## config.mk

```make
export PLATFORM = sky130hd
export DESIGN_NAME = ata_merge
export DESIGN_NICKNAME = d
export VERILOG_FILES = /design/src/rtl/ata_pkg.sv /design/src/rtl/ata_merge.sv
export SDC_FILE = /design/constraint.sdc
export NUM_CORES = 1
export LEC_CHECK = 0
export ABC_AREA = 1
export BUFFER_PORTS_ARGS = -buffer_cell sky130_fd_sc_hd__buf_2
export CAP_MARGIN = 25
export CORE_MARGIN = 3
export CORE_UTILIZATION = 45
export CTS_BUF_LIST = sky130_fd_sc_hd__clkbuf_4 sky130_fd_sc_hd__clkbuf_8
export CTS_CLUSTER_DIAMETER = 150
export DETAILED_ROUTE_END_ITERATION = 6
export PLACE_DENSITY_LB_ADDON = 0.15
export SLEW_MARGIN = 10
export SYNTH_ARGS = -nofsm -noshare
export SYNTH_HDL_FRONTEND = slang
export SYNTH_SLANG_ARGS = --single-unit
```

## constraint.sdc

```tcl
create_clock -name clk -period 1.6 [get_ports clk]
set_input_delay 0 -clock clk [delete_from_list [all_inputs] [get_ports clk]]
set_output_delay 0 -clock clk [all_outputs]
set_load 0.02 [all_outputs]
```

## src/rtl/ata_pkg.sv

```systemverilog
// Shared constants, tables and types for the accelerometer tilt angle block.
package ata_pkg;

  // Default configuration of the converter and the fixed-point format.
  localparam int ADC_BITS_DEF = 10;
  localparam int FRAC_BITS_DEF = 12;

  // Port widths fixed by the interface.
  localparam int RAW_W = 10;
  localparam int G_OUT_W = 16;
  localparam int ANG_OUT_W = 17;
  localparam int DELTA_OUT_W = 18;

  // CORDIC setup: step count, pre-scale of the operands and angle resolution.
  localparam int CORDIC_STEPS = 20;
  localparam int PRE_SHIFT = 16;
  localparam int ANG_BITS = 20;
  localparam int ANG_W = 23;

  // Status that one lane reports back to the sequencer.
  typedef struct packed {
    logic busy;
    logic done;
  } lane_st_t;

  // Arctangent of 2^-i in units of 2^-20 rad.
  function automatic logic signed [ANG_W-1:0] atan_val(input logic [4:0] idx);
    logic signed [ANG_W-1:0] v;
    unique case (idx)
      5'd0: v = 23'sd823550;
      5'd1: v = 23'sd486170;
      5'd2: v = 23'sd256879;
      5'd3: v = 23'sd130396;
      5'd4: v = 23'sd65451;
      5'd5: v = 23'sd32757;
      5'd6: v = 23'sd16383;
      5'd7: v = 23'sd8192;
      5'd8: v = 23'sd4096;
      5'd9: v = 23'sd2048;
      5'd10: v = 23'sd1024;
      5'd11: v = 23'sd512;
      5'd12: v = 23'sd256;
      5'd13: v = 23'sd128;
      5'd14: v = 23'sd64;
      5'd15: v = 23'sd32;
      5'd16: v = 23'sd16;
      5'd17: v = 23'sd8;
      5'd18: v = 23'sd4;
      5'd19: v = 23'sd2;
      default: v = '0;
    endcase
    return v;
  endfunction

endpackage

```

## src/rtl/ata_merge.sv

```systemverilog
// Merging stage: output register, stored roll and roll change.
module ata_merge #(
  parameter int FRAC_BITS = ata_pkg::FRAC_BITS_DEF
) (
  input  logic                                    clk,
  input  logic                                    rst_n,
  input  logic                                    load,
  input  logic signed [FRAC_BITS+3:0]             gx,
  input  logic signed [FRAC_BITS+3:0]             gy,
  input  logic signed [FRAC_BITS+3:0]             gz,
  input  logic signed [FRAC_BITS+5:0]             pitch,
  input  logic signed [FRAC_BITS+5:0]             roll,
  input  logic                                    out_ready,
  output logic                                    out_valid,
  output logic signed [ata_pkg::G_OUT_W-1:0]      out_gx,
  output logic signed [ata_pkg::G_OUT_W-1:0]      out_gy,
  output logic signed [ata_pkg::G_OUT_W-1:0]      out_gz,
  output logic signed [ata_pkg::ANG_OUT_W-1:0]    out_pitch,
  output logic signed [ata_pkg::ANG_OUT_W-1:0]    out_roll,
  output logic signed [ata_pkg::DELTA_OUT_W-1:0]  out_roll_delta
);

  localparam int RESW = FRAC_BITS + 6;

  logic                    valid_r, valid_nxt;
  logic signed [RESW-1:0]  last_roll_r;
  logic signed [RESW:0]    delta;

  // Change of roll against the previous item.
  assign delta = $signed({roll[RESW-1], roll}) - $signed({last_roll_r[RESW-1], last_roll_r});

  always_comb begin
    valid_nxt = valid_r;
    if (load) begin
      valid_nxt = 1'b1;
    end else if (out_ready) begin
      valid_nxt = 1'b0;
    end
  end

  always_ff @(posedge clk) begin
    if (!rst_n) begin
      valid_r <= 1'b0;
      last_roll_r <= '0;
    end else begin
      valid_r <= valid_nxt;
      if (load) begin
        last_roll_r <= roll;
      end
    end
    if (load) begin
      out_gx <= ata_pkg::G_OUT_W'(gx);
      out_gy <= ata_pkg::G_OUT_W'(gy);
      out_gz <= ata_pkg::G_OUT_W'(gz);
      out_pitch <= ata_pkg::ANG_OUT_W'(pitch);
      out_roll <= ata_pkg::ANG_OUT_W'(roll);
      out_roll_delta <= ata_pkg::DELTA_OUT_W'(delta);
    end
  end

  assign out_valid = valid_r;

endmodule

```

**Yosys cells after proc, flatten, opt, wreduce, memory -nomap -nowiden**

Cells that the tools add are included.

- Input bits: 88
- Word-level logic and storage cells: 12
- Bits in registers: 119

- Add/subtract/negate cells: 1
- Multiplexer cells: 2
- Reduce and logical (&&, ||, !) cells: 1

Operators with widths:

| operator | count |
|---|---|
| subtractor 18 bit | 1 |
| 2-to-1 mux 1 bit | 2 |
| nonzero test 2 bit | 1 |

**Depth between registers and ports, before layout**

- Depth after elaboration: 2
- Mapped depth: 12
- Gate-level depth less buffers: 12

**Worst setup path before layout**

No wires, ideal clock.

- Kind: register -> register
- Start: register last_roll_r[0]
- End: register out_roll_delta[16] (netlist bit), data pin
- Setup slack: -0.081 ns
- Path buffers: 0
- Clock period less this slack: 1.681 ns
- Arrival: 1.428 ns
- Cell stages (with the launch flop): 12
- Setup time: 0.252 ns
- Cells stage by stage: dfxtp_1 -> ha_1 -> inv_1 -> fa_1 -> nand3_1 -> nand2_1 -> nand2_1 -> nand2_1 -> nand2_1 -> nand2_1 -> nand2_1 -> nand2_1

- Word-level cells in the longest chain between the ends: 1

RTL lines:

| what | RTL line | RTL |
|---|---|---|
| start: declaration | ata_merge.sv:26 | `logic signed [RESW-1:0] last_roll_r;` |
| start signal: assignment | ata_merge.sv:48 | `last_roll_r <= roll;` |
| subtractor 18 bit | ata_merge.sv:30 | `assign delta = $signed({roll[RESW-1], roll}) - $signed({last_roll_r[RESW-1], last_roll_r});` |
| net delta[16] | ata_merge.sv:27 | `logic signed [RESW:0] delta;` |
| end signal: assignment | ata_merge.sv:57 | `out_roll_delta <= ata_pkg::DELTA_OUT_W'(delta);` |
| end: declaration | ata_merge.sv:20 | `output logic signed [ata_pkg::DELTA_OUT_W-1:0] out_roll_delta` |

The timed path passes the listed nets, and every way through them passes these cells.
A chain may end at the register's enable or synchronous reset.

**Worst setup path in the final report**

- Start: register last_roll_r[0]
- End: register out_roll_delta[10] (netlist bit), data pin

Same word-level chain as after synthesis.

==> run metrics <==
clk_skew 0.0151 ns; status finished with violations; # clock sinks 119; First DRT Iteration DRCs around 140; Synth Instances 362; synthesized cell area 0.00463 mm²; Worst VDD drop 0.625 mV; Max Cap Violations 0; M3 GR Usage under 10%; GR Util All Layers between 20% and 30%; Initial Util 46.9%; crit start category flop; pin count of the biggest net entering global routing 46; Row Count 36; final worst slack -0.0858 ns; DRC 0; Final setup viols 5; CP Capture Type flop; Seq/Total Area, Yosys 73.1%; CTS clk-pin slew, worst paths 0.07 ns; syn_nets 468; cell mode on critical path nand3_2; Area Overhead vs Synth 64.7%; vias per std cell 4.65; GR Util met1 23.2%; Congestion Overflow GR 0; vias between 3000 and 4000; Seq pwr share 46.3%; GR Util met2 37.6%; Die Y 107 µm; io pins ~190; slew at the pin with the worst max-slew slack around 0.57 ns; slowest cell on the critical path fa_2; PortBufs about 190; Fillers 597; fin crit share 105%; Root Driver clkbuf_8; WL/cell 14.9 µm; P_int 5.80 mW; RePlAce Congestion ~0.9; final worst hold slack 0.286 ns; Sw Pwr 2.28 mW; Sw Ratio 28.2%; final hold violations 0; P_leak between 3 and 4 nW; Post-Place Worst Slack -0.119 ns; RSZ-0062 raised after global routing yes; CP cell instances ha_4, inv_2, fa_2, buf_4, buf_6, nand3_2, nand3_2, nor2_2, nor2_1; Pre-Repair DR Iteration Count 4; Layout Nets 789; Die ar. approximately 0.012 mm²; Cell Area, Placed between 0.005 and 0.006 mm²; Gate power share a little over a fifth; number of synthesized register bits 119; fin crit period 1.69 ns; fin area 0.00762 mm²; Hold Crit Class in -> reg; clk_lat worst skew 0.42 ns; initial antenna violation count 1; Syn Area/Cell 12.8 µm²; CP arrival 1.86 ns; global-route wire length before repair about 19 mm; share of cells above drive strength 1 a little under half; violated checks setup timing; CP Data Required Time 1.77 ns; number of global-route vias before repair about 3900; Util after Layout 77.3%; PD cells 1060 mW/mm²; gr busiest metal met2; clock share of power 32.4%; die width 107 µm; Crit Path Class reg -> reg; Total Power about 8.1 mW; Ys Warns 0; max incr delay on CP 0.36 ns; FMAX approximately 0.59 GHz; Routed WL 12.4 mm; detailed placement HPWL 8.01 mm; Max Root-Sink Buffers 2; fin. max-slew vios 0; CORE AREA 0.00986 mm²; Max transition margin 62.2%; Final ANT Viol Nets 0; Yosys cell types 21; Num CTS Buffers 17; CTS H-tree lvls 4; Critical Path Fanout Max 2; TritonCTS clock tree done
==> layout make-up <==
type,count,area [µm²],share of cell area (%)
clock buffer,17,234,3.07
timing repair buffer,306,2070,27.1
multi-input combinational,196,1450,19.0
tap,133,166,2.18
inverter,43,161,2.12
clock inverter,15,155,2.04
sequential,119,3390,44.4
antenna,1,2.50,0.0328
==> per-layer routing <==
metal | wire length, µm | part of all wire (%)
met5 | 0 | 0
met4 | 199 | 1.6
met3 | 882 | 7.1
met2 | 6530 | 53
met1 | 4760 | 38
==> synth_stat cells <==
| library cell | number | area share [%] |
|---|---|---|
| nand2_1 | 68 | 5.5 |
| a21boi_0 | 1 | 0.16 |
| inv_1 | 43 | 3.5 |
| nor2_4 | 1 | 0.24 |
| and2_1 | 2 | 0.27 |
| nand2_2 | 2 | 0.27 |
| clkbuf_1 | 3 | 0.24 |
| a21oi_1 | 33 | 3.6 |
| xnor2_1 | 1 | 0.19 |
| nand3_2 | 1 | 0.22 |
| nand3_1 | 15 | 1.6 |
| o21ai_0 | 24 | 2.6 |
| dfxtp_1 | 19 | 8.2 |
| buf_1 | 1 | 0.081 |
| nor2_1 | 19 | 1.5 |
| edfxtp_1 | 100 | 65 |
| fa_1 | 1 | 0.43 |
| xor2_1 | 8 | 1.5 |
| nor3_1 | 2 | 0.22 |
| ha_1 | 17 | 4.6 |
| nor2_2 | 1 | 0.14 |
==> sequential cells by signal (all words and copies together), names as in the netlist <==
| signal | cells |
|---|---|
| out_gz | 16 |
| out_gy | 16 |
| out_roll_delta | 18 |
| out_pitch | 17 |
| out_valid | 1 |
| out_roll | 17 |
| out_gx | 16 |
| last_roll_r | 18 |
==> worst paths after layout <==
path / cells past startpoint / slack, ns / to / from
setup / recovery: 9 / -0.09 / out_roll_delta[10] / last_roll_r[0]
hold / removal: 2 / 0.29 / out_pitch[16] / pitch[16]
setup reg to reg: 9 / -0.09 / out_roll_delta[10] / last_roll_r[0]
hold reg to reg: 2 / 0.46 / last_roll_r[15] / last_roll_r[15]
==> worst max-delay path, delay by kind of cell (launching register included) <==
family,cells,cell delay [ns]
flops,1,0.34
buf+inv,3,0.30
fa+ha+maj,2,0.48
simple gates,4,0.33
==> power by group through the flow <==
stage | registers (mW) | clock network [mW] | logic [mW]
floorplan | 4.12 | 0 | 0.421
global placement | 3.80 | 0 | 1.32
detailed placement | 3.80 | 0 | 1.35
CTS | 3.74 | 2.68 | 1.61
global route | 3.77 | 2.82 | 1.87
finish | 3.74 | 2.62 | 1.73
==> through the flow <==
step	std cells	TNS, ns
global placement	707	-0.332
detailed placement	707	-0.641
CTS	827	-0.0120
global route	830	-0.747
floorplan	362	-0.0107
finish	830	-0.178
==> cell usage in the layout, fill, tap and decap left out, types with 2 or more instances in the layout <==
cell	synthesis	final
a21oi_1	33	20
a21oi_2	0	13
buf_2	0	186
buf_4	0	30
bufinv_16	0	2
clkbuf_8	0	17
clkinv_2	0	3
clkinv_4	0	6
clkinvlp_4	0	2
dfxtp_1	19	15
dfxtp_2	0	4
dlygate4sd3_1	0	88
edfxtp_1	100	100
ha_1	17	2
ha_4	0	15
inv_1	43	34
inv_2	0	9
nand2_1	68	47
nand2_2	2	20
nand2_4	0	3
nand3_1	15	11
nand3_2	1	4
nor2_1	19	11
nor2_2	1	8
nor2_4	1	2
nor3_2	0	2
o21ai_0	24	21
o21ai_2	0	2
xor2_1	8	8
==> kinds of logic (layout without fill, tap and decap cells) <==
logic type                 count (synthesis)  after routing  synth area share [%]
and+or+nand+nor                          111            111                  10.0
adders and majority gates                 18             18                  5.03
DFF                                      119            119                  73.1
other                                      0              1                     0
xor gates and xnor gates                   9              9                  1.70
buffers and inverters                     47            381                  3.81
AOI/OAI and AO/OA                         58             58                  6.33
==> repair_timing <==
item / 4_1_cts / 5_1_grt
endpoints found under the setup margin: 10 / 11
resized for setup: 27 / 57
pin swaps: 8 / 10
setup buffers: 0 / 2
hold buffers: 88 / 0
hold endpoints to repair: 102 / 0
No activity file was read; power rests on OpenSTA's default activity.
