<file path="src/rtl/ata_pkg.sv">
// Shared constants, tables and types for the accelerometer tilt angle block.
package ata_pkg;

  // Default configuration of the converter and the fixed-point format.
  localparam int ADC_BITS_DEF = 10;
  localparam int FRAC_BITS_DEF = 12;

  // Port widths fixed by the interface.
  localparam int RAW_W = 10;
  localparam int G_OUT_W = 16;
  localparam int ANG_OUT_W = 17;
  localparam int DELTA_OUT_W = 18;

  // CORDIC setup: step count, pre-scale of the operands and angle resolution.
  localparam int CORDIC_STEPS = 20;
  localparam int PRE_SHIFT = 16;
  localparam int ANG_BITS = 20;
  localparam int ANG_W = 23;

  // Status that one lane reports back to the sequencer.
  typedef struct packed {
    logic busy;
    logic done;
  } lane_st_t;

  // Arctangent of 2^-i in units of 2^-20 rad.
  function automatic logic signed [ANG_W-1:0] atan_val(input logic [4:0] idx);
    logic signed [ANG_W-1:0] v;
    unique case (idx)
      5'd0: v = 23'sd823550;
      5'd1: v = 23'sd486170;
      5'd2: v = 23'sd256879;
      5'd3: v = 23'sd130396;
      5'd4: v = 23'sd65451;
      5'd5: v = 23'sd32757;
      5'd6: v = 23'sd16383;
      5'd7: v = 23'sd8192;
      5'd8: v = 23'sd4096;
      5'd9: v = 23'sd2048;
      5'd10: v = 23'sd1024;
      5'd11: v = 23'sd512;
      5'd12: v = 23'sd256;
      5'd13: v = 23'sd128;
      5'd14: v = 23'sd64;
      5'd15: v = 23'sd32;
      5'd16: v = 23'sd16;
      5'd17: v = 23'sd8;
      5'd18: v = 23'sd4;
      5'd19: v = 23'sd2;
      default: v = '0;
    endcase
    return v;
  endfunction

endpackage

</file>
<file path="src/rtl/ata_gconv.sv">
// One axis lane: ADC code to acceleration in g by reciprocal multiplication.
module ata_gconv #(
  parameter int ADC_BITS = ata_pkg::ADC_BITS_DEF,
  parameter int FRAC_BITS = ata_pkg::FRAC_BITS_DEF
) (
  input  logic                          clk,
  input  logic                          rst_n,
  input  logic                          start,
  input  logic [ata_pkg::RAW_W-1:0]     code,
  output logic signed [FRAC_BITS+3:0]   g,
  output ata_pkg::lane_st_t             st
);

  localparam int CW = (ADC_BITS > ata_pkg::RAW_W) ? ADC_BITS : ata_pkg::RAW_W;
  localparam int QW = FRAC_BITS + 4;
  localparam int NW = CW + 4 + FRAC_BITS;
  // The reciprocal is exact for every dividend below 2^NW, since its excess
  // over 2^KSH/FS never lifts a quotient past the next integer.
  localparam int KSH = NW + CW;
  localparam int RCW = NW + CW - ADC_BITS + 2;
  localparam logic [CW-1:0] FS = CW'((64'd1 << ADC_BITS) - 64'd1);
  localparam logic [NW-1:0] HALF_FS = NW'(FS >> 1);
  localparam logic [RCW-1:0] RECIP = RCW'(((64'd1 << KSH) / 64'(FS)) + 64'd1);
  localparam logic signed [QW:0] OFFSET = (QW + 1)'(5 << FRAC_BITS);

  logic [NW-1:0]       num_r, num_nxt;
  logic [QW-1:0]       q_r, q_nxt;
  logic                busy_r, busy_nxt;
  logic                done_r, done_nxt;
  logic [CW-1:0]       code_ext;
  logic [CW-1:0]       code_sat;
  logic [NW-1:0]       num;
  logic [NW+RCW-1:0]   prod;
  logic signed [QW:0]  g_full;

  // Saturate the code at full scale and form the rounded dividend.
  always_comb begin
    code_ext = CW'(code);
    code_sat = (code_ext > FS) ? FS : code_ext;
    num = ((NW'(code_sat) * NW'(10)) << FRAC_BITS) + HALF_FS;
    prod = (NW + RCW)'(num_r) * (NW + RCW)'(RECIP);
  end

  // Dividend is registered on start, the quotient in the following cycle.
  always_comb begin
    num_nxt = num_r;
    q_nxt = q_r;
    busy_nxt = busy_r;
    done_nxt = 1'b0;
    if (start) begin
      num_nxt = num;
      busy_nxt = 1'b1;
    end else if (busy_r) begin
      q_nxt = prod[KSH +: QW];
      busy_nxt = 1'b0;
      done_nxt = 1'b1;
    end
  end

  always_ff @(posedge clk) begin
    if (!rst_n) begin
      busy_r <= 1'b0;
      done_r <= 1'b0;
    end else begin
      busy_r <= busy_nxt;
      done_r <= done_nxt;
    end
    num_r <= num_nxt;
    q_r <= q_nxt;
  end

  // Remove the zero-g offset.
  assign g_full = $signed({1'b0, q_r}) - OFFSET;
  assign g = g_full[QW-1:0];
  assign st.busy = busy_r;
  assign st.done = done_r;

endmodule

</file>
<file path="config.mk">
export PLATFORM = sky130hd
export DESIGN_NAME = ata_gconv
export DESIGN_NICKNAME = d
export VERILOG_FILES = /design/src/rtl/ata_pkg.sv /design/src/rtl/ata_gconv.sv
export SDC_FILE = /design/constraint.sdc
export NUM_CORES = 1
export LEC_CHECK = 0
export BUFFER_PORTS_ARGS = -buffer_cell sky130_fd_sc_hd__buf_2
export CAP_MARGIN = 20
export CORE_UTILIZATION = 50
export CTS_CLUSTER_SIZE = 28
export DETAILED_ROUTE_END_ITERATION = 7
export MAX_ROUTING_LAYER = met4
export PLACE_DENSITY = 0.68
export SLEW_MARGIN = 20
export SYNTH_ARGS = -nofsm -noshare
export SYNTH_HDL_FRONTEND = slang
export SYNTH_SLANG_ARGS = --single-unit
</file>
<file path="constraint.sdc">
create_clock -name clk -period 4.2 [get_ports clk]
set_input_delay 0.42 -clock clk [delete_from_list [all_inputs] [get_ports clk]]
set_output_delay 0.42 -clock clk [all_outputs]
set_load 0.05 [all_outputs]
</file>
=== Word level (Yosys, flattened, before mapping) ===
Cells that the tools add are included.

* Register bits: 44
* Bits in latches: 0
* RAM bits: 0
* Bits in read-only memories: 0
* Bits of input ports: 13
* Output and inout bits: 18
* Word-level logic and storage cells: 16
* Memories kept: 0

* $add $sub $neg: 2
* Multipliers: 2
* Divide/modulo/power cells: 0
* Magnitude comparators: 1
* Eq/ne operators: 0
* Shift operators: 0
* Multiplexer cells: 3
* Bitwise gates (word level): 2
* Reductions and logical operators: 2

{| class="wikitable"
|+ Operator list
! kind !! count
|-
| 26-bit by 27-bit multiplier with 52-bit output (second input constant) || 1
|-
| 26-bit by 9-bit adder with 26-bit output (second input constant) || 1
|-
| 16-bit by 15-bit subtractor with 16-bit output (second input constant) || 1
|-
| 10-bit by 3-bit multiplier with 13-bit output (second input constant) || 1
|-
| 10-bit greater-than comparator (second input constant) || 1
|-
| 10-bit 2-to-1 mux || 1
|-
| 1-bit 2-to-1 mux || 2
|-
| 1-bit NOT || 2
|-
| 2-bit AND reduction || 1
|-
| 2-bit OR reduction || 1
|}

=== Longest topological paths before layout ===
* Word-level depth: 4
* Mapped depth: 16
* Gate-level depth less buffers: 15

=== Worst setup path before layout ===
Ideal clock, no wire load.

* Path type: register to register
* Start: register num_r[19]
* End: register q_r[9] (data pin)
* Library setup time: 158 ps
* Arrival time: 3412 ps
* Slack: 630 ps
* Cell stages (with the launch flop): 16
* Buffers on the path: 0
* Period minus slack after synthesis: 3570 ps
* Path through: edfxtp_1 -> ha_1 -> ha_1 -> ha_1 -> inv_1 -> ha_1 -> inv_1 -> ha_1 -> ha_1 -> a21oi_1 -> o211ai_1 -> a221oi_1 -> o21a_2 -> nor3_1 -> or3b_2 -> o211ai_1

* Longest elaborated chain between the ends: 1

{| class="wikitable"
|+ Ends and longest elaborated chain
! element !! line !! source
|-
| start: declaration || ata_gconv.sv:26 || <nowiki>logic [NW-1:0] num_r, num_nxt;</nowiki>
|-
| start signal: assignment || ata_gconv.sv:68 || <nowiki>num_r <= num_nxt;</nowiki>
|-
| 26-bit by 27-bit multiplier with 52-bit output || ata_gconv.sv:41 || <nowiki>prod = (NW + RCW)'(num_r) * (NW + RCW)'(RECIP);</nowiki>
|-
| via prod[45] || ata_gconv.sv:33 || <nowiki>logic [NW+RCW-1:0] prod;</nowiki>
|-
| end signal: assignment || ata_gconv.sv:69 || <nowiki>q_r <= q_nxt;</nowiki>
|-
| end: declaration || ata_gconv.sv:27 || <nowiki>logic [QW-1:0] q_r, q_nxt;</nowiki>
|}

The timed path passes the listed nets, and every way through them passes these cells.
A chain may end at the register's enable or synchronous reset.

=== Worst setup path after layout ===
Ends and elaborated chain as after synthesis.

==> impl_results.md <==
- PortBufs: 30
- Fin. Hold Viols: 0
- Dpl hpwl: 6.67 mm
- Layout Nets: 556
- Adder-Cell Fraction of Synth Area: 35.7%
- Bufs on Longest Clock Path: 2
- Clk Tree Root Cell: clkbuf_8
- Synthesized cell area: 3950 sq um
- DRC: 0
- Critical path fanouts, max: 6
- Share of the clock period used by the worst path: 94.8%
- Worst path slowest cell: edfxtp_1
- Fmax: 251 MHz
- Max VDD drop: 0.233 mV
- Mean area per synthesized cell: 9.43 sq um
- # clock sinks: 31
- Syn-to-layout area delta: 5.22%
- Post-cts repair resize count: 0
- Fraction of registers with async set/reset: 0%
- I/O pins: 31
- Area leader, netlist: ha_1
- Core box area: 7690 sq um
- Largest net degree at the start of global routing: 18
- Die W: 90.9 microns
- Yosys warnings: 0
- Die area: 8260 sq um
- Setup Skew: 0.00328 ns
- Clock network power share: 9.9%
- CTS HTree Levels: 2
- Critical Path AT: 4.10 ns
- Seq pwr share: 19.2%
- Leak: 2.14 nW
- Total CTS buffers: 5
- Final Critical Period: 3.98 ns
- Register area share after synthesis: 23.1%
- CP peak stage delay: 0.49 ns
- Final slew viol count: 0
- Hold crit path type: in2reg
- Mux contribution to synthesized area: 0%
- Post-synth top flop: edfxtp_1
- Pwr Density: 533 nW/um^2
- Largest family of logic cells by synthesized area: adder cells
- RD Place Congestion: 0.869
- Synth Instances: 419
- Cell-by-cell trace of the critical path: ha_1, ha_1, ha_1, ha_1, ha_1, ha_1, a21oi_1, o211ai_1, a221oi_1, o21a_2, nor3_1, or3b_2, o211ai_1
- Final setup violation count: 0
- Top-area cell type share of the netlist area: 35.1%
- Rel. slew slack: 72.9%
- Library cells used by synthesis: 50
- DR vias/cell: 5.60
- Die height: 90.9 microns
- Multi-input gate area: 2660 sq um
- CTS tree: built
- FP Rows: 32
- Post-synthesis simple-gate area fraction: 11.0%
- Setup TNS: 0 ns
- Crit path capture type: flip-flop
- Antenna diodes: 0
- Worst-Margin Slew: 0.406 ns
- Fillers: 737
- Compound-Gate Fraction of Synth Area: 14.8%
- Worst skew pair latency: 0.28 ns
- Post-synth top cells: ha_1, inv_1, edfxtp_1, a21oi_1, a21o_1
- Register Area: 911 sq um
- Synth Area in XOR/XNOR: 5.95%
- 1st-iter DRT viols: 132
- Setup Crit Path Kind: reg2reg
- Synth area leaders: ha_1, edfxtp_1, inv_1
- First-pass GRT wire length: 13.2 mm
- Vias in the first global route: 2898
- Status: finished, final reports clean
- Synth Register Bits: 31
- P_int: 0.00113 W
- GRT overflow: 0
- Worst setup margin: 0.220 ns
- Sw Ratio: 49.0%
- Via count: 2991
- Net switching power: 0.00109 W
- # Post-CTS Setup Buffers: 0
- Post-Route WL: 7.90 mm
- Clock Pin Slew Worst Setup and Hold Paths: 0.06 ns
- DRT antenna net count: 0
- Wirelength per Cell: 14.8 microns
- Post-cts hold buffer count: 0
- CP dominant cell by count: ha_1
- Mapped Nets: 544
- Initial antenna violation count: 0
- Iteration count of the initial detailed-routing pass: 4
- EDFF count, synth: 29
- Most frequent cell after synthesis: ha_1
- Critical Path Source Type: flip-flop
- Critical Path RT: 4.32 ns
- Global-route usage over all layers: 20.8%
- Unrepaired setup endpoints after global routing: false
- Logic pwr share: 70.9%
- Initial Utilization: 51.4%
- Layout cells sized above 1: 11.1%
- Pre-CTS setup slack: 0.248 ns
- Number of max-cap violations: 0
## metal layers
layer	GRT usage (%)	vias to the layer above	wire length, microns
li1	-	1528	-
met1	25.1	1377	3650
met2	35.8	75	3830
met3	2.78	11	273
met4	6.61	0	146
met5	-	-	0
## critical path, delay by kind of cell (launching register included)
kind            cells  cell delay [ns]
simple gates        2             0.52
flops               1             0.49
fa+ha+maj           6             1.84
compound gates      5             0.96
## sequential cells by signal, summed over array words and instances (netlist names)
signal	cells
busy_r	1
num_r	13
q_r	16
done_r	1
## power groups by stage
| stage | sequential [W] | clock (W) | combinational (W) |
|---|---|---|---|
| after detailed placement | 0.000433 | 0 | 0.00155 |
| after floorplan | 0.000421 | 0 | 0.00122 |
| after global routing | 0.000429 | 0.000236 | 0.00177 |
| final | 0.000426 | 0.000219 | 0.00157 |
| after global placement | 0.000432 | 0 | 0.00152 |
| after CTS | 0.000426 | 0.000221 | 0.00156 |
## worst paths after layout
| path | startpoint | end | slack, ns | cells past startpoint |
|---|---|---|---|---|
| max | num_r[19] | q_r[9] | 0.22 | 13 |
| min | code[0] | num_r[13] | 0.33 | 1 |
| max reg2reg | num_r[19] | q_r[9] | 0.22 | 13 |
| min reg2reg | num_r[24] | q_r[14] | 0.73 | 2 |
## area by class of cell
type,instances,share of cell area [%]
multi-input combinational,307,64.1
sequential,31,21.9
inverter,52,4.69
timing repair buffer,34,4.33
tap,102,3.07
clock buffer,6,1.75
clock inverter,2,0.181
## cell usage in the layout, fill, tap and decap left out, drive strengths merged, types with 2 or more instances in the layout
cell type,n
dfxtp,2
o2111ai,2
a21oi,26
o211ai,2
ha,111
a221oi,3
o311ai,2
o21bai,4
edfxtp,29
a21o,18
a31oi,7
nand3,13
a32oi,2
buf,34
xor2,11
clkinv,2
nor2,13
clkbuf,6
nor3,7
o21ai,16
inv,52
nand4,13
and3,3
nand2,15
xnor2,15
nor2b,2
and2,6
## metrics by stage
stage / cells / cell area, sq um / util (%) / hold slack (ns) / power, W
2_1_floorplan: 419 / 3950 / - / 0.532 / 0.00164
3_3_place_gp: 526 / 4080 / 53.0 / 0.613 / 0.00195
3_5_place_dp: 526 / 4080 / 53.0 / 0.618 / 0.00198
4_1_cts: 534 / 4160 / 54.1 / 0.324 / 0.00221
5_1_grt: 534 / 4160 / 54.1 / 0.327 / 0.00244
6_report: 534 / 4160 / 54.1 / 0.327 / 0.00222
## cells by family after synthesis
| kind of cell | Yosys count |
|---|---|
| buffers and inverters | 81 |
| AND/OR/NAND/NOR | 80 |
| XOR/XNOR | 26 |
| flip-flops | 31 |
| AO/OA/AOI/OAI | 89 |
| adder cells (fa/ha/maj) | 112 |
Note: power is estimated with default switching activity, not from simulation.
