<file path="src/rtl/ata_pkg.sv">
// Shared constants, tables and types for the accelerometer tilt angle block.
package ata_pkg;

  // Default configuration of the converter and the fixed-point format.
  localparam int ADC_BITS_DEF = 10;
  localparam int FRAC_BITS_DEF = 12;

  // Port widths fixed by the interface.
  localparam int RAW_W = 10;
  localparam int G_OUT_W = 16;
  localparam int ANG_OUT_W = 17;
  localparam int DELTA_OUT_W = 18;

  // CORDIC setup: step count, pre-scale of the operands and angle resolution.
  localparam int CORDIC_STEPS = 20;
  localparam int PRE_SHIFT = 16;
  localparam int ANG_BITS = 20;
  localparam int ANG_W = 23;

  // Status that one lane reports back to the sequencer.
  typedef struct packed {
    logic busy;
    logic done;
  } lane_st_t;

  // Arctangent of 2^-i in units of 2^-20 rad.
  function automatic logic signed [ANG_W-1:0] atan_val(input logic [4:0] idx);
    logic signed [ANG_W-1:0] v;
    unique case (idx)
      5'd0: v = 23'sd823550;
      5'd1: v = 23'sd486170;
      5'd2: v = 23'sd256879;
      5'd3: v = 23'sd130396;
      5'd4: v = 23'sd65451;
      5'd5: v = 23'sd32757;
      5'd6: v = 23'sd16383;
      5'd7: v = 23'sd8192;
      5'd8: v = 23'sd4096;
      5'd9: v = 23'sd2048;
      5'd10: v = 23'sd1024;
      5'd11: v = 23'sd512;
      5'd12: v = 23'sd256;
      5'd13: v = 23'sd128;
      5'd14: v = 23'sd64;
      5'd15: v = 23'sd32;
      5'd16: v = 23'sd16;
      5'd17: v = 23'sd8;
      5'd18: v = 23'sd4;
      5'd19: v = 23'sd2;
      default: v = '0;
    endcase
    return v;
  endfunction

endpackage

</file>
<file path="src/rtl/ata_tilt.sv">
// One angle lane: 10*atan2(a, sqrt(b^2+c^2)) by an iterative root and CORDIC.
module ata_tilt #(
  parameter int FRAC_BITS = ata_pkg::FRAC_BITS_DEF
) (
  input  logic                          clk,
  input  logic                          rst_n,
  input  logic                          start,
  input  logic signed [FRAC_BITS+3:0]   a,
  input  logic signed [FRAC_BITS+3:0]   b,
  input  logic signed [FRAC_BITS+3:0]   c,
  output logic signed [FRAC_BITS+5:0]   res,
  output ata_pkg::lane_st_t             st
);

  localparam int GW = FRAC_BITS + 4;
  localparam int MW = FRAC_BITS + 3;
  localparam int SQW = 2 * MW;
  localparam int SW = SQW + 1;
  localparam int RW = (SW + 2 * ata_pkg::PRE_SHIFT + 1) / 2;
  localparam int VW = 2 * RW;
  localparam int XW = RW + 3;
  localparam int CNTW = $clog2(RW + 1);
  localparam int AW = ata_pkg::ANG_W;
  localparam int PW = AW + 3;
  localparam int RESW = FRAC_BITS + 6;

  typedef enum logic [6:0] {
    PH_IDLE  = 7'b0000001,
    PH_MUL   = 7'b0000010,
    PH_LOAD  = 7'b0000100,
    PH_SQRT  = 7'b0001000,
    PH_CINIT = 7'b0010000,
    PH_CORD  = 7'b0100000,
    PH_FIN   = 7'b1000000
  } phase_t;

  phase_t                ph_r, ph_nxt;
  logic [CNTW-1:0]       cnt_r, cnt_nxt;
  logic                  done_r, done_nxt;
  logic                  neg_r, zero_r;
  logic [MW-1:0]         mag_r, ub_r, uc_r;
  logic [SQW-1:0]        sqb_r, sqc_r;
  logic [VW-1:0]         v_r, v_nxt, root_r, root_nxt, bit_r, bit_nxt;
  logic signed [XW-1:0]  x_r, x_nxt, y_r, y_nxt;
  logic signed [AW-1:0]  ang_r, ang_nxt;
  logic signed [RESW-1:0] res_r, res_nxt;
  logic [GW-1:0]         a_abs, b_abs, c_abs;
  logic [VW-1:0]         trial;
  logic signed [XW-1:0]  xs, ys;
  logic signed [AW-1:0]  step_ang;
  logic [AW-2:0]         ang_c;
  logic [PW-1:0]         prod;
  logic [PW+FRAC_BITS-1:0] scl;
  logic [RESW-1:0]       mag_res;

  // Operand magnitudes.
  always_comb begin
    a_abs = a[GW-1] ? (~a + 1'b1) : a;
    b_abs = b[GW-1] ? (~b + 1'b1) : b;
    c_abs = c[GW-1] ? (~c + 1'b1) : c;
  end

  // Datapath of the root, the CORDIC and the final scaling.
  always_comb begin
    trial = root_r + bit_r;
    xs = x_r >>> cnt_r;
    ys = y_r >>> cnt_r;
    step_ang = ata_pkg::atan_val(cnt_r[4:0]);
    ang_c = ang_r[AW-1] ? '0 : ang_r[AW-2:0];
    prod = PW'(ang_c) * PW'(10);
    scl = {prod, {FRAC_BITS{1'b0}}} + ((PW + FRAC_BITS)'(1) << (ata_pkg::ANG_BITS - 1));
    mag_res = scl[PW+FRAC_BITS-1:ata_pkg::ANG_BITS];
  end

  // Phase sequencing and register updates.
  always_comb begin
    ph_nxt = ph_r;
    cnt_nxt = cnt_r;
    done_nxt = 1'b0;
    v_nxt = v_r;
    root_nxt = root_r;
    bit_nxt = bit_r;
    x_nxt = x_r;
    y_nxt = y_r;
    ang_nxt = ang_r;
    res_nxt = res_r;
    unique case (ph_r)
      PH_IDLE: begin
        if (start) begin
          ph_nxt = PH_MUL;
        end
      end
      PH_MUL: begin
        ph_nxt = PH_LOAD;
      end
      PH_LOAD: begin
        v_nxt = VW'(SW'(sqb_r) + SW'(sqc_r)) << (2 * ata_pkg::PRE_SHIFT);
        root_nxt = '0;
        bit_nxt = VW'(1) << (VW - 2);
        cnt_nxt = '0;
        ph_nxt = PH_SQRT;
      end
      PH_SQRT: begin
        if (v_r >= trial) begin
          v_nxt = v_r - trial;
          root_nxt = (root_r >> 1) + bit_r;
        end else begin
          root_nxt = root_r >> 1;
        end
        bit_nxt = bit_r >> 2;
        cnt_nxt = cnt_r + 1'b1;
        if (cnt_r == CNTW'(RW - 1)) begin
          ph_nxt = PH_CINIT;
        end
      end
      PH_CINIT: begin
        x_nxt = $signed(XW'(root_r[RW-1:0]));
        y_nxt = $signed(XW'(mag_r) << ata_pkg::PRE_SHIFT);
        ang_nxt = '0;
        cnt_nxt = '0;
        ph_nxt = PH_CORD;
      end
      PH_CORD: begin
        if (!y_r[XW-1]) begin
          x_nxt = x_r + ys;
          y_nxt = y_r - xs;
          ang_nxt = ang_r + step_ang;
        end else begin
          x_nxt = x_r - ys;
          y_nxt = y_r + xs;
          ang_nxt = ang_r - step_ang;
        end
        cnt_nxt = cnt_r + 1'b1;
        if (cnt_r == CNTW'(ata_pkg::CORDIC_STEPS - 1)) begin
          ph_nxt = PH_FIN;
        end
      end
      PH_FIN: begin
        if (zero_r) begin
          res_nxt = '0;
        end else if (neg_r) begin
          res_nxt = -$signed(mag_res);
        end else begin
          res_nxt = $signed(mag_res);
        end
        done_nxt = 1'b1;
        ph_nxt = PH_IDLE;
      end
      default: ph_nxt = PH_IDLE;
    endcase
  end

  always_ff @(posedge clk) begin
    if (!rst_n) begin
      ph_r <= PH_IDLE;
      cnt_r <= '0;
      done_r <= 1'b0;
    end else begin
      ph_r <= ph_nxt;
      cnt_r <= cnt_nxt;
      done_r <= done_nxt;
    end
    if (start && ph_r == PH_IDLE) begin
      neg_r <= a[GW-1];
      zero_r <= (a == '0);
      mag_r <= a_abs[MW-1:0];
      ub_r <= b_abs[MW-1:0];
      uc_r <= c_abs[MW-1:0];
    end
    if (ph_r == PH_MUL) begin
      sqb_r <= ub_r * ub_r;
      sqc_r <= uc_r * uc_r;
    end
    v_r <= v_nxt;
    root_r <= root_nxt;
    bit_r <= bit_nxt;
    x_r <= x_nxt;
    y_r <= y_nxt;
    ang_r <= ang_nxt;
    res_r <= res_nxt;
  end

  assign res = res_r;
  assign st.busy = (ph_r != PH_IDLE);
  assign st.done = done_r;

endmodule

</file>
<file path="config.mk">
export PLATFORM = sky130hd
export DESIGN_NAME = ata_tilt
export DESIGN_NICKNAME = d
export VERILOG_FILES = /design/src/rtl/ata_pkg.sv /design/src/rtl/ata_tilt.sv
export SDC_FILE = /design/constraint.sdc
export NUM_CORES = 2
export LEC_CHECK = 0
export BUFFER_PORTS_ARGS = -buffer_cell sky130_fd_sc_hd__buf_2
export CAP_MARGIN = 20
export CORE_MARGIN = 4
export CORE_UTILIZATION = 51
export DETAILED_ROUTE_END_ITERATION = 16
export PLACE_DENSITY = 0.66
export SLEW_MARGIN = 20
export SYNTH_ARGS = -nofsm -noshare
export SYNTH_HDL_FRONTEND = slang
export SYNTH_SLANG_ARGS = --single-unit
</file>
<file path="constraint.sdc">
create_clock -name clk -period 7.46 [get_ports clk]
set_input_delay 0.373 -clock clk [delete_from_list [all_inputs] [get_ports clk]]
set_output_delay 0.373 -clock clk [all_outputs]
set_load 0.02 [all_outputs]
</file>
Yosys cells after proc, flatten, opt, wreduce, memory -nomap -nowiden
Memory sizes are Yosys's and may differ from the RTL's. A register that Yosys moved wholly into a read port is not among the register bits.
Index checks and enable logic that the tools add are counted.
Widths: inputs -> output; s select.
{"block": "totals", "rom_bits": 640, "memories": 1, "ff_bits": 424, "in_bits": 51, "output_inout_bits": 20, "elab_cells": 90}
{"block": "op_classes", "reduce_logical": 9, "mux": 24, "add_sub_neg": 16, "n_bitwise": 3, "magnitude_cmp": 1, "n_eq_ne": 14, "mul": 3, "shifts": 2}
{"memory": "(no name shown)", "depth": 32, "width": 20, "read_ports": 1, "rd_ports_with_merged_regs": 1, "wr": 0, "line": "ata_pkg.sv:29", "source": "unique case (idx)"}
{"operator": "$pmux 64 s2", "count": 3}
{"operator": "$pmux 35 s2", "count": 2}
{"operator": "$mux 64", "count": 2}
{"operator": "$add 35x35->35", "count": 2}
{"operator": "$mux 35", "count": 2}
{"operator": "$sshr 35x6->35", "count": 2}
{"operator": "$sub 35x35->35", "count": 2}
{"operator": "$add 63x64->64", "count": 1}
{"operator": "$add 64x64->64", "count": 1}
{"operator": "$ge 64x64->1", "count": 1}
{"operator": "$sub 64x64->64", "count": 1}
{"operator": "$mul 15x15->30", "count": 2}
{"operator": "$pmux 23 s2", "count": 1}
{"operator": "$add 15x1->15 const B", "count": 3}
{"operator": "$mux 15", "count": 3}
{"operator": "$not 15->15", "count": 3}
{"operator": "$pmux 7 s6", "count": 1}
{"operator": "$add 38x20->38 const B", "count": 1}
{"operator": "$add 30x30->31", "count": 1}
{"operator": "$mul 22x3->25 const B", "count": 1}
{"operator": "$add 23x23->23", "count": 1}
{"operator": "$mux 23", "count": 1}
{"operator": "$sub 23x23->23", "count": 1}
{"operator": "$mux 22", "count": 1}
{"operator": "other kinds (23)", "count": 33}

Depth between registers and ports, before layout
{"block": "logic_depth", "ltp_word": 5, "mapped_depth": 31}

Least setup slack after synthesis
No wires, ideal clock.
{"block": "synth_timing", "kind": "register to register", "from": "register root_r[2]", "to": "register v_r[0], enable pin", "path_buffers": 3, "setup_slack_ns": -0.785, "stages_incl_launch_ff": 27, "t_arrival_ns": 7.759, "setup_time_ns": 0.486, "cell_sequence": "edfxtp_1 > ha_1 > a31oi_1 > o21bai_1 > a31o_2 > a31o_2 > a31oi_1 > o21bai_1 > a31oi_1 > nor2_1 > nor2_1 > o21ai_0 > a31oi_1 > xor2_1 > ha_1 > clkbuf_1 > nand3_1 > nor2_1 > o2111a_1 > o21ai_0 > a21oi_1 > a21oi_1 > o21ai_0 > clkbuf_1 > clkbuf_1 > a21oi_1 > nor2_1"}
{"block": "synth_between", "elab_chain_cells": 4}
{"item": "from (decl)", "line": "ata_tilt.sv:43", "source": "logic [VW-1:0] v_r, v_nxt, root_r, root_nxt, bit_r, bit_nxt;"}
{"item": "from (signal assigned)", "line": "ata_tilt.sv:175", "source": "root_r <= root_nxt;"}
{"item": "$add 64x64->64", "line": "ata_tilt.sv:65", "source": "trial = root_r + bit_r;"}
{"item": "$ge 64x64->1", "line": "ata_tilt.sv:104", "source": "if (v_r >= trial) begin"}
{"item": "$ne 2x2->1 (no source line)"}
{"item": "$reduce_and 2->1 (no source line)"}
{"item": "to (signal assigned)", "line": "ata_tilt.sv:174", "source": "v_r <= v_nxt;"}
{"item": "to (decl)", "line": "ata_tilt.sv:43"}
No other way between the ends.
A chain may end at the register's enable or synchronous reset.

Worst setup path in the final report
{"block": "layout_timing", "from": "register cnt_r[0]", "to": "register x_r[34], data pin"}
{"block": "layout_between", "elab_chain_cells": 4}
{"item": "from (decl)", "line": "ata_tilt.sv:38", "source": "logic [CNTW-1:0] cnt_r, cnt_nxt;"}
{"item": "from (signal assigned)", "line": "ata_tilt.sv:160", "source": "cnt_r <= cnt_nxt;"}
{"item": "$sshr 35x6->35 (*)", "line": "ata_tilt.sv:67", "source": "ys = y_r >>> cnt_r;"}
{"item": "$add 35x35->35 / $sub 35x35->35 (equally long branches)", "line": "ata_tilt.sv:125, ata_tilt.sv:129"}
{"item": "$mux 35 (*)", "line": "ata_tilt.sv:124", "source": "if (!y_r[XW-1]) begin"}
{"item": "$pmux 35 s2 (*)", "line": "ata_tilt.sv:87", "source": "unique case (ph_r)"}
{"item": "to (signal assigned)", "line": "ata_tilt.sv:177", "source": "x_r <= x_nxt;"}
{"item": "to (decl)", "line": "ata_tilt.sv:44", "source": "logic signed [XW-1:0] x_r, x_nxt, y_r, y_nxt;"}
Every way passes the cells marked *; elsewhere a longest branch is shown, timed or not.

==> flow_summary_export.csv <==
group,metric,value,unit
run_status,result_of_the_run,"completed",
drt,detail_route.first_pass.iterations,8,
synthesis,count_of_state_elements_after_synthesis,410,
worst_setup_path,worstSetupPathType,"flip-flop to flip-flop",
placement,place.detailed.hpwl,101,mm
worst_setup_path,path_max_fanout,10,
synthesis,number_of_warnings_reported_in_the_yosys_synthesis_log,0,
clock_tree,clock_sink_count,410,
finish,final_cell_count_no_fill,6856,
power,worst_ir_drop_vdd,1.22,mV
timing,timing.final.crit_period,7.05,ns
drt,wl,130,mm
global_routing,number_of_antenna_violations_at_the_first_check_in_global_routing,0,
worst_setup_path,crit_slowest_cell,"sky130_fd_sc_hd__mux4_2",
die,design.die.area,103000,um^2
synthesis,asyncSetResetFlopFracSynth,0,
placement,gp_congestion,0.951,
finish,finish.utilization,0.554,
die,die-height,321,um
global_routing,overall_global_routing_usage,0.249,
clock_tree,root_buffer,"sky130_fd_sc_hd__clkbuf_16",
power,p_leak,23.2,nW
worst_setup_path,worstSetupStartpoint,"cnt_r[0]$_SDFFE_PN0N_",
worst_setup_path,max_stage_delay,0.55,ns
timing,final-setup-viol-count,0,
worst_setup_path,timing.critical_path.max_delay_family,"compound AO/OA/AOI/OAI gates",
clock_tree,path_clk_slew,0.07,ns
finish,final_net_count,6351,
synthesis,syn_area_per_cell,9.04,um^2
placement,placed_cells_incl_taps,6749,
drt,detail-route-antenna-nets,0,
die,fp.dieW,321,um
drt,post-route-drc-count,0,
timing,number_of_slew_limit_violations_in_the_final_report,0,
clock_tree,cts_buffers,52,
worst_setup_path,end_kind,"flip-flop",
worst_setup_path,critical_path_buf_inv_count,4,
global_routing,vias_in_the_first_global_route,39400,
synthesis,number_of_enable_flip_flop_cells_after_synthesis,376,
drt,dr_total_vias,40500,
clock_tree,maximum_buffer_depth_of_the_clock_tree,3,
synthesis,ys_seq_area_frac,0.239,
clock_tree,h-tree-depth,2,
global_routing,grt_first_pass_wirelength,209,mm
worst_setup_path,regToRegStartpoint,"cnt_r[0]$_SDFFE_PN0N_",
timing,worst_slew_pin_slew,0.985,ns
placement,port_buffers,70,
timing,fin_hold_ws,0.0533,ns
drt,post_drt_via_cell_ratio,5.91,
drt,detail_route.wl_per_cell,19.0,um
power,areal_power_density_over_the_cells,456,nW/um^2
timing,timing.clock.skew,0.0271,ns
worst_setup_path,required,7.83,ns
timing,grt_setup_unrepaired,"false",
die,num_rows,114,
die,initial_utilization,0.516,
job,max_cap_viol_count,0,
finish,final_layout_size_suffix_gt1_frac,0.0823,
finish,fill_cell_instance_count_of_the_final_layout,8839,
timing,min_period_over_period,0.945,
synthesis,syn-instance-count,5533,
drt,drt_iter0_drc,2982,
die,coreArea,97000,um^2
worst_setup_path,path_common_cell,"sky130_fd_sc_hd__buf_4",
clock_tree,clock_latency,0.65,ns
die,io-pin-count,71,
global_routing,pin_count_of_the_biggest_net_entering_global_routing,81,
finish,areaGrowthSynthToFinish,7.44,%
timing,max_freq,142,MHz
worst_setup_path,reg2reg_setup_slack,0.41,ns
timing,report.final.hold_viol_count,0,
timing,final.setup.tns,0,ns
clock_tree,cts_tree,"yes",
global_routing,gr-total-overflow,0,
synthesis,synth-main-ff-cell,"sky130_fd_sc_hd__edfxtp_1",
worst_setup_path,cp-start-kind,"flip-flop",
worst_setup_path,arrival,7.42,ns
timing,slew-limit-headroom,0.335,
worst_hold_path,min_from,"a[3]",
synthesis,synth_cell_types,101,
synthesis,net_count_after_synthesis,6346,
synthesis,synth_area,50000,um^2
worst_hold_path,worst_min_path_class,"primary input to flip-flop",
-- what timing repair did --
item,CTS,global route
endpoints found under the setup margin,0,10
endpoints found under the hold margin,4,0
hold buffers,4,0
resized for setup,0,5
setup buffers,0,7
-- layer usage --
metal	track usage	routed length, um
met5	0	0
met1	0.322	55000
met4	0.0888	5040
met2	0.432	63300
met3	0.0330	6690
-- area by class of cell --
| class | instances | area (um^2) | area share |
|---|---|---|---|
| multi-input cells | 4371 | 35200 | 0.655 |
| flip-flops and latches | 410 | 12000 | 0.223 |
| inverters | 523 | 1970 | 0.0366 |
| well taps | 1276 | 1600 | 0.0297 |
| clock buffers | 59 | 1350 | 0.0251 |
| repair buffers | 180 | 1290 | 0.0239 |
| clock inverters | 36 | 354 | 0.00659 |
| diodes | 1 | 2.50 | 0.0000465 |
-- registers in the layout, summed over array words and instances (netlist names), 7 cells and up --
name      cells
ang_r        23
sqc_r        29
step_ang     20
bit_r        32
ub_r         15
sqb_r        29
y_r          35
ph_r          7
root_r       64
v_r          64
res          18
mag_r        15
uc_r         15
x_r          35
-- cell usage after synthesis, drive strengths merged (9+ instances only) --
master   number  area, um^2
nand2       538        2020
inv         518        1940
ha          488        6110
nor2        444        1680
edfxtp      376       11300
a21oi       334        1670
xnor2       285        2500
o21ai       280        1400
fa          274        5490
xor2        194        1700
clkbuf      184         691
and2        162        1010
a21o        138        1040
mux4        105        2360
a31oi        96         601
nor3         85         430
nand3        82         425
nor2b        74         463
o21bai       57         428
a211oi       53         398
nand2b       51         319
nand4        51         319
o21a         46         345
buf          45         260
and3         41         257
mux2i        41         410
o31ai        39         293
or3          35         224
dfxtp        34         681
o211ai       33         248
a31o         23         201
mux2         23         259
nor4         23         174
or2          21         131
and4         16         140
o31a         16         140
a21boi       15         113
nor3b        15         124
o22ai        15        93.8
o41ai        14         123
a2111oi      12         113
a221oi       12         118
a211o        11        96.3
or4          10        78.8
o211a         9        97.6
-- cell families (layout without fill, tap and decap cells) --
logic type | count (synthesis) | after routing | synth area share
fa+ha+maj | 763 | 763 | 0.232
compound gates | 1289 | 1289 | 0.166
xor+xnor | 479 | 479 | 0.0838
flops | 410 | 410 | 0.239
other cells | 0 | 1 | 0
buf+inv | 752 | 798 | 0.0582
simple gates | 1671 | 1671 | 0.160
mux | 169 | 169 | 0.0606
-- final timing paths --
kind,depth (start not counted),endpoint
worst min-delay path,2,mag_r[3]$_DFFE_PP_
worst max register to register,28,x_r[34]$_SDFFCE_PP0N_
worst max-delay path,28,x_r[34]$_SDFFCE_PP0N_
worst min register to register,2,y_r[28]$_DFFE_PN_
-- cell usage in the layout (no fill, tap or decap), types with 21 or more instances in the layout --
cell type,n
sky130_fd_sc_hd__nand2_1,537
sky130_fd_sc_hd__inv_1,515
sky130_fd_sc_hd__ha_1,488
sky130_fd_sc_hd__nor2_1,436
sky130_fd_sc_hd__edfxtp_1,376
sky130_fd_sc_hd__a21oi_1,333
sky130_fd_sc_hd__xnor2_1,285
sky130_fd_sc_hd__o21ai_0,274
sky130_fd_sc_hd__fa_1,274
sky130_fd_sc_hd__xor2_1,194
sky130_fd_sc_hd__and2_1,162
sky130_fd_sc_hd__a21o_1,138
sky130_fd_sc_hd__mux4_2,105
sky130_fd_sc_hd__buf_4,98
sky130_fd_sc_hd__a31oi_1,96
sky130_fd_sc_hd__nor3_1,84
sky130_fd_sc_hd__nand3_1,79
sky130_fd_sc_hd__nor2b_1,73
sky130_fd_sc_hd__buf_2,70
sky130_fd_sc_hd__o21bai_1,57
sky130_fd_sc_hd__a211oi_1,53
sky130_fd_sc_hd__clkbuf_16,53
sky130_fd_sc_hd__nand2b_1,51
sky130_fd_sc_hd__nand4_1,51
sky130_fd_sc_hd__o21a_1,46
sky130_fd_sc_hd__mux2i_1,41
sky130_fd_sc_hd__and3_1,40
sky130_fd_sc_hd__o31ai_1,38
sky130_fd_sc_hd__or3_1,34
sky130_fd_sc_hd__o211ai_1,33
sky130_fd_sc_hd__dfxtp_1,32
sky130_fd_sc_hd__a31o_2,23
sky130_fd_sc_hd__mux2_2,22
sky130_fd_sc_hd__nor4_1,21
-- stage by stage --
stage / cell area [um^2] / worst slack, ns / power [mW]
detailed placement: 52000 / 0.218 / 22.3
global placement: 51900 / 0.360 / 22.1
floorplan: 50000 / 0.135 / 17.5
CTS: 53700 / 0.201 / 25.1
global route: 53800 / 0.0609 / 27.4
finish: 53800 / 0.407 / 24.5
-- report_power, final --
part	leakage, nW	internal (mW)	switching [mW]	total, mW
clock	0.825	1.48	1.08	2.56
combinational	18.5	7.84	10.3	18.1
sequential	3.86	3.71	0.126	3.84
(Power assumes the default switching activity.)
